**config.mk**
```make
export PLATFORM = sky130hd
export DESIGN_NAME = substring_search_first_last
export DESIGN_NICKNAME = d
export VERILOG_FILES = /design/src/ssfl_pkg.sv /design/src/ssfl_front.sv /design/src/ssfl_back.sv /design/src/substring_search_first_last.sv
export SDC_FILE = /design/constraint.sdc
export NUM_CORES = 1
export LEC_CHECK = 0
export ABC_AREA = 1
export CAP_MARGIN = 25
export CORE_MARGIN = 8
export CORE_UTILIZATION = 40
export CTS_BUF_LIST = sky130_fd_sc_hd__clkbuf_8
export CTS_CLUSTER_DIAMETER = 200
export DETAILED_ROUTE_END_ITERATION = 16
export DONT_BUFFER_PORTS = 1
export MAX_ROUTING_LAYER = met4
export PLACE_DENSITY = 0.63
export SLEW_MARGIN = 20
export SYNTH_ARGS = -nofsm -noshare
export SYNTH_HDL_FRONTEND = slang
export SYNTH_SLANG_ARGS = --single-unit
```
**constraint.sdc**
```tcl
create_clock -name clk_i -period 8.65 [get_ports clk_i]
set_input_delay 1.73 -clock clk_i [delete_from_list [all_inputs] [get_ports clk_i]]
set_output_delay 1.73 -clock clk_i [all_outputs]
set_load 0.005 [all_outputs]
```
**src/ssfl_pkg.sv**
```systemverilog
// Shared types, constants and helpers for the streaming substring search.
// No dependencies; every other file of the block imports this package.
package ssfl_pkg;

  // Pattern storage and position counter sizing
  localparam int unsigned PatternMax = 16;
  localparam int unsigned PosWidth   = 16;
  localparam int unsigned IdxWidth   = 16;
  localparam int unsigned LenWidth   = 5;
  localparam int unsigned PatWidth   = 128;
  localparam int unsigned PmIdxWidth = (PatternMax > 1) ? $clog2(PatternMax) : 1;

  typedef logic [PatternMax-1:0] pmvec_t;
  typedef logic [PosWidth-1:0]   pos_t;
  typedef logic [LenWidth-1:0]   len_t;

  localparam pos_t PosMax = '1;

  // Configuration register indexes
  typedef enum logic [1:0] {
    CfgPatLow  = 2'd0,
    CfgPatHigh = 2'd1,
    CfgPatLen  = 2'd2
  } cfg_idx_e;

  // Input request and result payloads
  typedef struct packed {
    logic [7:0] text_byte;
    logic       last_byte;
  } req_t;

  typedef struct packed {
    logic                found;
    logic [IdxWidth-1:0] first_index;
    logic [IdxWidth-1:0] last_index;
    logic                overflow;
  } rsp_t;

  // Classified byte handed from front to back
  typedef struct packed {
    pmvec_t eq;
    logic   last;
  } cmd_t;

  // Active configuration (length already clamped to 1..PatternMax)
  typedef struct packed {
    logic [PatWidth-1:0] pattern;
    len_t                len;
  } cfg_t;

  // Clamp a raw length register value into 1..PatternMax
  function automatic len_t eff_len(input len_t raw);
    len_t res;
    res = raw;
    if (raw == '0) begin
      res = len_t'(1);
    end else if (raw > len_t'(PatternMax)) begin
      res = len_t'(PatternMax);
    end
    return res;
  endfunction

endpackage

```
**src/ssfl_front.sv**
```systemverilog
// Front end: compares each text byte against all pattern bytes at once and
// queues the match vector for the back end. Depends on ssfl_pkg.
module ssfl_front (
  input  logic            clk_i,
  input  logic            rst_ni,
  input  ssfl_pkg::cfg_t  cfg_i,
  input  ssfl_pkg::req_t  req_i,
  input  logic            push_i,
  output logic            full_o,
  output logic            cmd_valid_o,
  output ssfl_pkg::cmd_t  cmd_o,
  input  logic            cmd_ready_i
);
  import ssfl_pkg::*;

  cmd_t       cmd_in;
  cmd_t       entry_q [2];
  logic       wr_ptr_q, wr_ptr_d;
  logic       rd_ptr_q, rd_ptr_d;
  logic [1:0] cnt_q, cnt_d;
  logic       do_push, do_pop;

  // Classify: one equality bit per active pattern position
  always_comb begin
    cmd_in.last = req_i.last_byte;
    for (int i = 0; i < PatternMax; i++) begin
      cmd_in.eq[i] = (len_t'(i) < cfg_i.len) &&
                     (cfg_i.pattern[i*8 +: 8] == req_i.text_byte);
    end
  end

  assign full_o      = (cnt_q == 2'd2);
  assign cmd_valid_o = (cnt_q != 2'd0);
  assign do_push     = push_i && !full_o;
  assign do_pop      = cmd_valid_o && cmd_ready_i;

  // Advance pointers and occupancy
  always_comb begin
    wr_ptr_d = wr_ptr_q ^ do_push;
    rd_ptr_d = rd_ptr_q ^ do_pop;
    cnt_d    = cnt_q + {1'b0, do_push} - {1'b0, do_pop};
  end

  always_ff @(posedge clk_i or negedge rst_ni) begin
    if (!rst_ni) begin
      wr_ptr_q <= 1'b0;
      rd_ptr_q <= 1'b0;
      cnt_q    <= 2'd0;
    end else begin
      wr_ptr_q <= wr_ptr_d;
      rd_ptr_q <= rd_ptr_d;
      cnt_q    <= cnt_d;
    end
  end

  // Hold queued entries
  always_ff @(posedge clk_i) begin
    if (do_push) begin
      entry_q[wr_ptr_q] <= cmd_in;
    end
  end

  assign cmd_o = entry_q[rd_ptr_q];

`ifndef SYNTHESIS
  a_cnt_bound: assert property (@(posedge clk_i) disable iff (!rst_ni)
    cnt_q <= 2'd2) else $error("front queue occupancy out of range");
  a_push_fill: assert property (@(posedge clk_i) disable iff (!rst_ni)
    do_push && !do_pop |=> cnt_q == $past(cnt_q) + 2'd1)
    else $error("front queue lost a request");
  a_ptr_track: assert property (@(posedge clk_i) disable iff (!rst_ni)
    (cnt_q == 2'd0 || cnt_q == 2'd2) |-> wr_ptr_q == rd_ptr_q)
    else $error("front queue pointers out of step");
`endif

endmodule

```
**src/ssfl_back.sv**
```systemverilog
// Back end: shift-and update of the partial-match vector, position and
// occurrence tracking, plus the result queue. Depends on ssfl_pkg.
module ssfl_back (
  input  logic            clk_i,
  input  logic            rst_ni,
  input  ssfl_pkg::len_t  len_i,
  input  logic            cmd_valid_i,
  input  ssfl_pkg::cmd_t  cmd_i,
  output logic            cmd_ready_o,
  output logic            empty_o,
  output ssfl_pkg::rsp_t  rsp_o,
  input  logic            pop_i
);
  import ssfl_pkg::*;

  pmvec_t     pm_q, pm_d;
  pos_t       pos_q, pos_d;
  logic       seen_q, seen_d;
  pos_t       first_q, first_d;
  pos_t       last_q, last_d;
  logic       ovf_q, ovf_d;

  rsp_t       res_q [2];
  logic       wr_ptr_q, rd_ptr_q;
  logic [1:0] cnt_q, cnt_d;
  logic       res_full;
  logic       res_push, res_pop, take;

  pmvec_t     pm_next;
  pos_t       idx, start;
  logic       sat, hit, seen_n, ovf_n;
  pos_t       first_n, last_n;
  logic [PmIdxWidth-1:0] top_bit;
  rsp_t       rsp_new;

  assign res_full    = (cnt_q == 2'd2);
  assign cmd_ready_o = !cmd_i.last || !res_full;
  assign take        = cmd_valid_i && cmd_ready_o;
  assign res_push    = take && cmd_i.last;
  assign res_pop     = pop_i && !empty_o;

  // Match update for the byte at the head of the queue
  always_comb begin
    sat     = (pos_q == PosMax);
    idx     = pos_q;
    ovf_n   = ovf_q || sat;
    pm_next = {pm_q[PatternMax-2:0], 1'b1} & cmd_i.eq;
    top_bit = PmIdxWidth'(len_i - len_t'(1));
    hit     = pm_next[top_bit];
    start   = idx - pos_t'(len_i - len_t'(1));
    seen_n  = seen_q || hit;
    first_n = (hit && !seen_q) ? start : first_q;
    last_n  = hit ? start : last_q;

    rsp_new.found       = seen_n;
    rsp_new.first_index = seen_n ? IdxWidth'(first_n) : '0;
    rsp_new.last_index  = seen_n ? IdxWidth'(last_n) : '0;
    rsp_new.overflow    = ovf_n;
  end

  // Advance or clear per-text state
  always_comb begin
    pm_d    = pm_q;
    pos_d   = pos_q;
    seen_d  = seen_q;
    first_d = first_q;
    last_d  = last_q;
    ovf_d   = ovf_q;
    if (take) begin
      if (cmd_i.last) begin
        pm_d    = '0;
        pos_d   = '0;
        seen_d  = 1'b0;
        first_d = '0;
        last_d  = '0;
        ovf_d   = 1'b0;
      end else begin
        pm_d    = pm_next;
        pos_d   = sat ? pos_q : pos_q + pos_t'(1);
        seen_d  = seen_n;
        first_d = first_n;
        last_d  = last_n;
        ovf_d   = ovf_n;
      end
    end
  end

  always_ff @(posedge clk_i or negedge rst_ni) begin
    if (!rst_ni) begin
      pm_q    <= '0;
      pos_q   <= '0;
      seen_q  <= 1'b0;
      first_q <= '0;
      last_q  <= '0;
      ovf_q   <= 1'b0;
    end else begin
      pm_q    <= pm_d;
      pos_q   <= pos_d;
      seen_q  <= seen_d;
      first_q <= first_d;
      last_q  <= last_d;
      ovf_q   <= ovf_d;
    end
  end

  // Result queue control
  assign cnt_d = cnt_q + {1'b0, res_push} - {1'b0, res_pop};

  always_ff @(posedge clk_i or negedge rst_ni) begin
    if (!rst_ni) begin
      wr_ptr_q <= 1'b0;
      rd_ptr_q <= 1'b0;
      cnt_q    <= 2'd0;
    end else begin
      wr_ptr_q <= wr_ptr_q ^ res_push;
      rd_ptr_q <= rd_ptr_q ^ res_pop;
      cnt_q    <= cnt_d;
    end
  end

  // Hold waiting results
  always_ff @(posedge clk_i) begin
    if (res_push) begin
      res_q[wr_ptr_q] <= rsp_new;
    end
  end

  assign empty_o = (cnt_q == 2'd0);
  assign rsp_o   = res_q[rd_ptr_q];

`ifndef SYNTHESIS
  a_res_bound: assert property (@(posedge clk_i) disable iff (!rst_ni)
    cnt_q <= 2'd2) else $error("result queue occupancy out of range");
  a_ovf_sat: assert property (@(posedge clk_i) disable iff (!rst_ni)
    ovf_q |-> pos_q == PosMax) else $error("overflow without saturated position");
  a_no_seen: assert property (@(posedge clk_i) disable iff (!rst_ni)
    !seen_q |-> (first_q == '0 && last_q == '0))
    else $error("occurrence start recorded without a match");
  a_last_clear: assert property (@(posedge clk_i) disable iff (!rst_ni)
    res_push |=> (pos_q == '0 && pm_q == '0 && !seen_q && !ovf_q))
    else $error("per-text state not cleared after last byte");
`endif

endmodule

```
**src/substring_search_first_last.sv**
```systemverilog
// Top level of the streaming substring search: configuration registers and
// the front/back split. Depends on ssfl_pkg, ssfl_front and ssfl_back.
//
//   channel  direction  handshake            payload
//   request  in         push_i / full_o      req_i  (text_byte, last_byte)
//   result   out        pop_i / empty_o      rsp_o  (found, indices, overflow)
//   config   in         cfg_valid_i/ready_o  cfg_index_i, cfg_data_i
//
// One text byte is taken per cycle unless full_o is set; classified bytes
// pass through the front queue register to the back end, and a result is
// queued once its last byte is processed there. Both internal queues hold
// two entries, so a full result queue stalls only last bytes. Reset clears
// the pattern to zero, the length to one; the config port is always ready.
module substring_search_first_last (
  input  logic                  clk_i,
  input  logic                  rst_ni,
  input  logic                  push_i,
  output logic                  full_o,
  input  ssfl_pkg::req_t        req_i,
  output logic                  empty_o,
  input  logic                  pop_i,
  output ssfl_pkg::rsp_t        rsp_o,
  input  logic                  cfg_valid_i,
  output logic                  cfg_ready_o,
  input  logic [1:0]            cfg_index_i,
  input  logic [63:0]           cfg_data_i
);
  import ssfl_pkg::*;

  logic [63:0] pat_low_q, pat_high_q;
  len_t        pat_len_q;
  cfg_t        cfg;
  logic        cmd_valid, cmd_ready;
  cmd_t        cmd;

  assign cfg_ready_o = 1'b1;

  // Write configuration registers; unknown indexes drop the request
  always_ff @(posedge clk_i or negedge rst_ni) begin
    if (!rst_ni) begin
      pat_low_q  <= '0;
      pat_high_q <= '0;
      pat_len_q  <= len_t'(1);
    end else if (cfg_valid_i && cfg_ready_o) begin
      case (cfg_idx_e'(cfg_index_i))
        CfgPatLow:  pat_low_q  <= cfg_data_i;
        CfgPatHigh: pat_high_q <= cfg_data_i;
        CfgPatLen:  pat_len_q  <= cfg_data_i[LenWidth-1:0];
        default: ;
      endcase
    end
  end

  assign cfg.pattern = {pat_high_q, pat_low_q};
  assign cfg.len     = eff_len(pat_len_q);

  ssfl_front u_front (
    .clk_i       (clk_i),
    .rst_ni      (rst_ni),
    .cfg_i       (cfg),
    .req_i       (req_i),
    .push_i      (push_i),
    .full_o      (full_o),
    .cmd_valid_o (cmd_valid),
    .cmd_o       (cmd),
    .cmd_ready_i (cmd_ready)
  );

  ssfl_back u_back (
    .clk_i       (clk_i),
    .rst_ni      (rst_ni),
    .len_i       (cfg.len),
    .cmd_valid_i (cmd_valid),
    .cmd_i       (cmd),
    .cmd_ready_o (cmd_ready),
    .empty_o     (empty_o),
    .rsp_o       (rsp_o),
    .pop_i       (pop_i)
  );

endmodule
```
; ---- After elaboration in Yosys (flattened, before gate mapping)
; Memory sizes are Yosys's and may differ from the RTL's.
; Cells that the tools add are included.
[totals]
output_inout_bits = 37
input_bits = 80
elab_cells = 126
ram_bits = 102
ff_bits = 206
n_memories = 2
[mem_list]
columns = memory, words, word_bits, rd, rd_ports_with_merged_regs, write_ports, line
row1 = u_back.res_q, 2, 34, 1, 0, 1, ssfl_back.sv:23  ; rsp_t res_q [2];
row2 = u_front.entry_q, 2, 17, 1, 0, 1, ssfl_front.sv:17  ; cmd_t entry_q [2];
[op_classes]
bitwise_logic = 5
n_reduce_logical = 37
n_eq_ne = 22
addsub = 8
muxes = 19
n_lt_le_gt_ge = 18
[ops]
columns = operator, count
row1 = 8-bit equality test, 16
row2 = 16-bit 2-to-1 mux, 8
row3 = "4-bit by 5-bit < comparator with 1-bit output, first input constant", 8
row4 = 1-bit logical AND, 21
row5 = "3-bit by 5-bit < comparator with 1-bit output, first input constant", 4
row6 = "16-bit by 1-bit adder with 16-bit output, second input constant", 1
row7 = 16-bit AND, 1
row8 = "16-bit equality test, second input constant", 1
row9 = 16-bit subtractor, 1
row10 = 15-bit 2-to-1 mux, 1
row11 = "1-bit by 5-bit < comparator with 1-bit output, first input constant", 2
row12 = "2-bit by 5-bit < comparator with 1-bit output, first input constant", 2
row13 = 5-bit 2-to-1 mux, 2
row14 = 2-bit AND reduction, 4
row15 = 1-bit 2-to-1 mux, 7
row16 = "2-bit equality test, second input constant", 3
row17 = "5-bit by 1-bit subtractor with 6-bit output, second input constant", 1
row18 = "5-bit > comparator, second input constant", 1
row19 = 1-bit logical NOT, 5
row20 = 5-bit logical NOT, 1
row21 = "4-bit by 5-bit < comparator with 1-bit output, second input constant", 1
row22 = 2-bit by 1-bit adder with 2-bit output, 2
row23 = 1-bit binary-select mux with 4-bit select, 1
row24 = 2-bit logical NOT, 2
row25 = other kinds (7), 13

; ---- Depth between registers and ports, before layout
[depth]
word_depth = 9
ltp_mapped = 20
mapped_depth_nobuf = 20

; ---- By module
; From an unflattened synthesis, not the netlist that was laid out.
[unflattened]
cells_unflattened = 1976
area_unflattened_um2 = 16383.2
[modules_own_cells]
columns = mod, seq_area_each_um2, cells_per_inst, area_per_inst_um2, n_inst
row1 = ssfl_back, 3768.6, 937, 7638.6, 1
row2 = substring_search_first_last, 3329.4, 581, 5281.3, 1
row3 = ssfl_front, 1121.1, 458, 3463.3, 1

; ---- Least setup slack after synthesis
; No wires, ideal clock.
[synth_path]
kind = in2reg
startpoint = input req_i[8] (netlist bit)
endpoint = memory u_front.entry_q[0][14] (netlist bit), data pin
path_buffers = 2
arrival_ns = 3.037
setup_time_ns = 0.197
t_required_ns = 8.453
cell_stages = 5
path_slack_ns = 5.416
cell_sequence = clkbuf_1 buf_1 xnor2_1 nand4_1 nor4_1
[synth_lines]
columns = item, line
row1 = start: declaration, substring_search_first_last.sv:19  ; input ssfl_pkg::req_t req_i,
row2 = end: declaration, ssfl_front.sv:17

==> run summary <==
outcome: completed
WL/cell: 15.49 um
CP arrival: 1.90 ns
initial antenna violation count: 0
Leak: 7.927 nW
Synth Register Bits: 308
Post-DP HPWL: 24.20 mm
Vias per Instance: 4.860
WP buf/inv: 2
crit path kind: reg -> out
most frequent cells in the layout: 495 x nand2_1, 205 x dfrtp_1, 179 x inv_1
Setup Skew: 0.03193 ns
min-delay worst type: reg -> reg
diode count: 0
post-CTS setup buffers: 0
nets@finish: 1819
WHS: 0.4701 ns
Yosys top cell area share: 33.34%
die area: 0.04500 sq mm
overall routing resource usage: 16.19%
cell row count: 72
met1 usage: 20.78%
IO Port Bufs: 0
Cells after DPL: 2176
Avg Inst Size Synth: 8.966 sq um
Crit Path Max Fanout: 35
setup TNS: 0 ns
filler cell count: 3732
Routability Congestion: 0.8396
Hold Violations, Final: 0
Num CTS Buffers: 51
clk buf depth: 3
CTS resizes: 0
commonest non-fill, non-tap cell in the layout: nand2_1
Critical Path Start Type: flip-flop
RSZ-0062 raised after global routing: no
ANT nets after route: 0
pre-CTS setup slack: 4.968 ns
sequential fraction of the synthesis area: 53.42%
routing usage on met2: 25.96%
Most Crowded Layer GR: met2
Period minus WS final: 3.631 ns
placed instance area: 0.01585 sq mm
core outline area: 0.03829 sq mm
Synth area leader: dfrtp_1
Least-Margin Pin Slew: 0.9017 ns
Final Setup Violations: 0
slowest stage delay, CP: 0.47 ns
DIE WIDTH: 212.1 um
final WL: 35.09 mm
number of global-route vias before repair: 10920
hold_buf cts: 0
Overflow after GRT: 0
starting density of the core: 40.19%
PwrDens: 298.2 mW/mm^2
# IOs: 117
Sink Count: 308
highest clock rate: 0.2754 GHz
layout cells sized above 1: 6.983%
most used cell, CP: nand2_1
Post-Synthesis Cells: 1716
CTS tree: yes
max-slew violation count: 0
Worst setup EP type: primary output
crit-path cells: buf_4, inv_2, nand2_1, nand2_1
Clock Pin Slew Worst Setup and Hold Paths: 0.06 ns
worst rel slew slack: 39.88%
# DRC: 0
ranking of synthesized cells by area: dfrtp_1 33%, edfxtp_1 20%, nand2_1 12%
slowest CP cell: inv_2
post-synthesis cell type count: 54
Synth Cell Area: 0.01539 sq mm
clock latency on the worst-skew pair: 0.60 ns
largest net degree at the start of global routing: 207
Req. time, crit path: 6.92 ns
Syn. warnings: 0
VDD IR max: 0.0001379 V
Power Total: 5.009 mW
routed vias: 11010
max-cap violations: 0
period utilization: 41.98%
Final WS setup: 5.019 ns
P&R area growth vs syn: 9.157%
Die Y: 212.1 um
met3 Track Usage GR: 3.552%
Top Family by Delay on Critical Path: buffers and inverters
fin util: 43.87%
Finished Cell Area: 0.01679 sq mm
drt pass-1 iters: 5
global-route wire length before repair: 57.41 mm
Root Buffer Master: clkbuf_8
Post-Layout Cell Count: 2265
DRT iter0 DRCs: 763
H-tree depth: 2
## report_power, final
| part | total (mW) | switching (mW) | internal (mW) |
|---|---|---|---|
| clock network | 1.20 | 0.579 | 0.623 |
| registers | 2.15 | 0.172 | 1.98 |
| logic | 1.66 | 1.14 | 0.521 |
## kinds of logic (layout without fill, tap and decap cells)
group | count (synthesis) | after routing | synth area share (%)
xor+xnor | 140 | 140 | 8.018
other cells | 1 | 12 | 0.02437
fa+ha+maj | 28 | 28 | 2.326
compound gates | 211 | 211 | 7.392
buf+inv | 243 | 263 | 6.522
simple gates | 785 | 785 | 22.30
flops | 308 | 308 | 53.42
## worst reg2reg max path, stage by stage, from the launching register on
cell and delay, ns:
dfstp_2 0.58, nor2_1 0.08, nand3_1 0.11, nand2_2 0.15
ha_1 0.48, inv_1 0.19, ha_1 0.32, nand2_1 0.05
o21ai_0 0.35, nand2_1 0.10, nand2_1 0.15, nand2_1 0.09
nand2_1 0.07, nand2_1 0.04, nand2_1 0.10, nand4_1 0.16
nand2_1 0.11, nor2_1 0.06
## cells in the mapped netlist (all sizes together)
| cell | n |
|---|---|
| conb | 1 |
| o21ai | 168 |
| o31ai | 4 |
| a221oi | 1 |
| clkinv | 2 |
| nand3b | 4 |
| o2111ai | 1 |
| xnor2 | 87 |
| ha | 27 |
| a2111oi | 1 |
| edfxtp | 102 |
| a21o | 3 |
| nand4 | 42 |
| clkbuf | 54 |
| dfrtp | 205 |
| inv | 164 |
| a31oi | 3 |
| nand3 | 76 |
| or2 | 4 |
| xor2 | 53 |
| buf | 23 |
| nor3b | 1 |
| dfstp | 1 |
| nand2 | 518 |
| nor2 | 107 |
| nor4 | 15 |
| a22o | 7 |
| nor3 | 16 |
| fa | 1 |
| and2 | 2 |
| o311ai | 1 |
| a21oi | 22 |
## sequential cells by signal, summed over array words and instances, names as in the netlist
signal	cells
pat_len_q	5
u_front.rd_ptr_q	1
u_back.pm_q	15
u_back.ovf_q	1
u_back.res_q	68
u_back.idx	16
u_front.entry_q	34
u_back.cnt_q	2
u_back.seen_q	1
u_front.cnt_q	2
pat_high_q	64
u_back.wr_ptr_q	1
u_back.last_q	16
u_front.wr_ptr_q	1
pat_low_q	64
u_back.first_q	16
u_back.rd_ptr_q	1
## routing by layer
layer | vias to the layer above | wire length (um)
met4 | 0 | 656
met3 | 51 | 2043
met1 | 5174 | 15870
met5 | - | 0
met2 | 243 | 16520
li1 | 5539 | -
## area by class of cell
class | instances | area, sq um | area share [%]
Inverter | 166 | 630.6 | 3.755
Multi-Input combinational cell | 1176 | 6227 | 37.08
Clock inverter | 33 | 173.9 | 1.036
Timing Repair Buffer | 8 | 125.1 | 0.7450
Clock buffer | 56 | 770.7 | 4.589
Tap cell | 518 | 648.1 | 3.859
Sequential cell | 308 | 8219 | 48.94
## path summary, 6_finish.rpt
check / startpoint / to / slack [ns] / cells past startpoint
max in group asynchronous: rst_ni / u_back.last_q[6]$_DFFE_PN0P_ / 7.35 / 0
worst min-delay path: u_back.pm_q[13]$_DFFE_PN0P_ / u_back.pm_q[13]$_DFFE_PN0P_ / 0.47 / 2
worst min register to register: u_back.pm_q[13]$_DFFE_PN0P_ / u_back.pm_q[13]$_DFFE_PN0P_ / 0.47 / 2
worst max-delay path: u_back.rd_ptr_q$_DFF_PN0_ / rsp_o[4] / 5.02 / 4
min in group asynchronous: rst_ni / pat_high_q[45]$_DFFE_PN0P_ / 0.84 / 0
worst max register to register: pat_len_q[0]$_DFFE_PN1P_ / u_back.res_q[0][30]$_DFFE_PP_ / 5.15 / 17
Power figures use the tool's default switching activity.
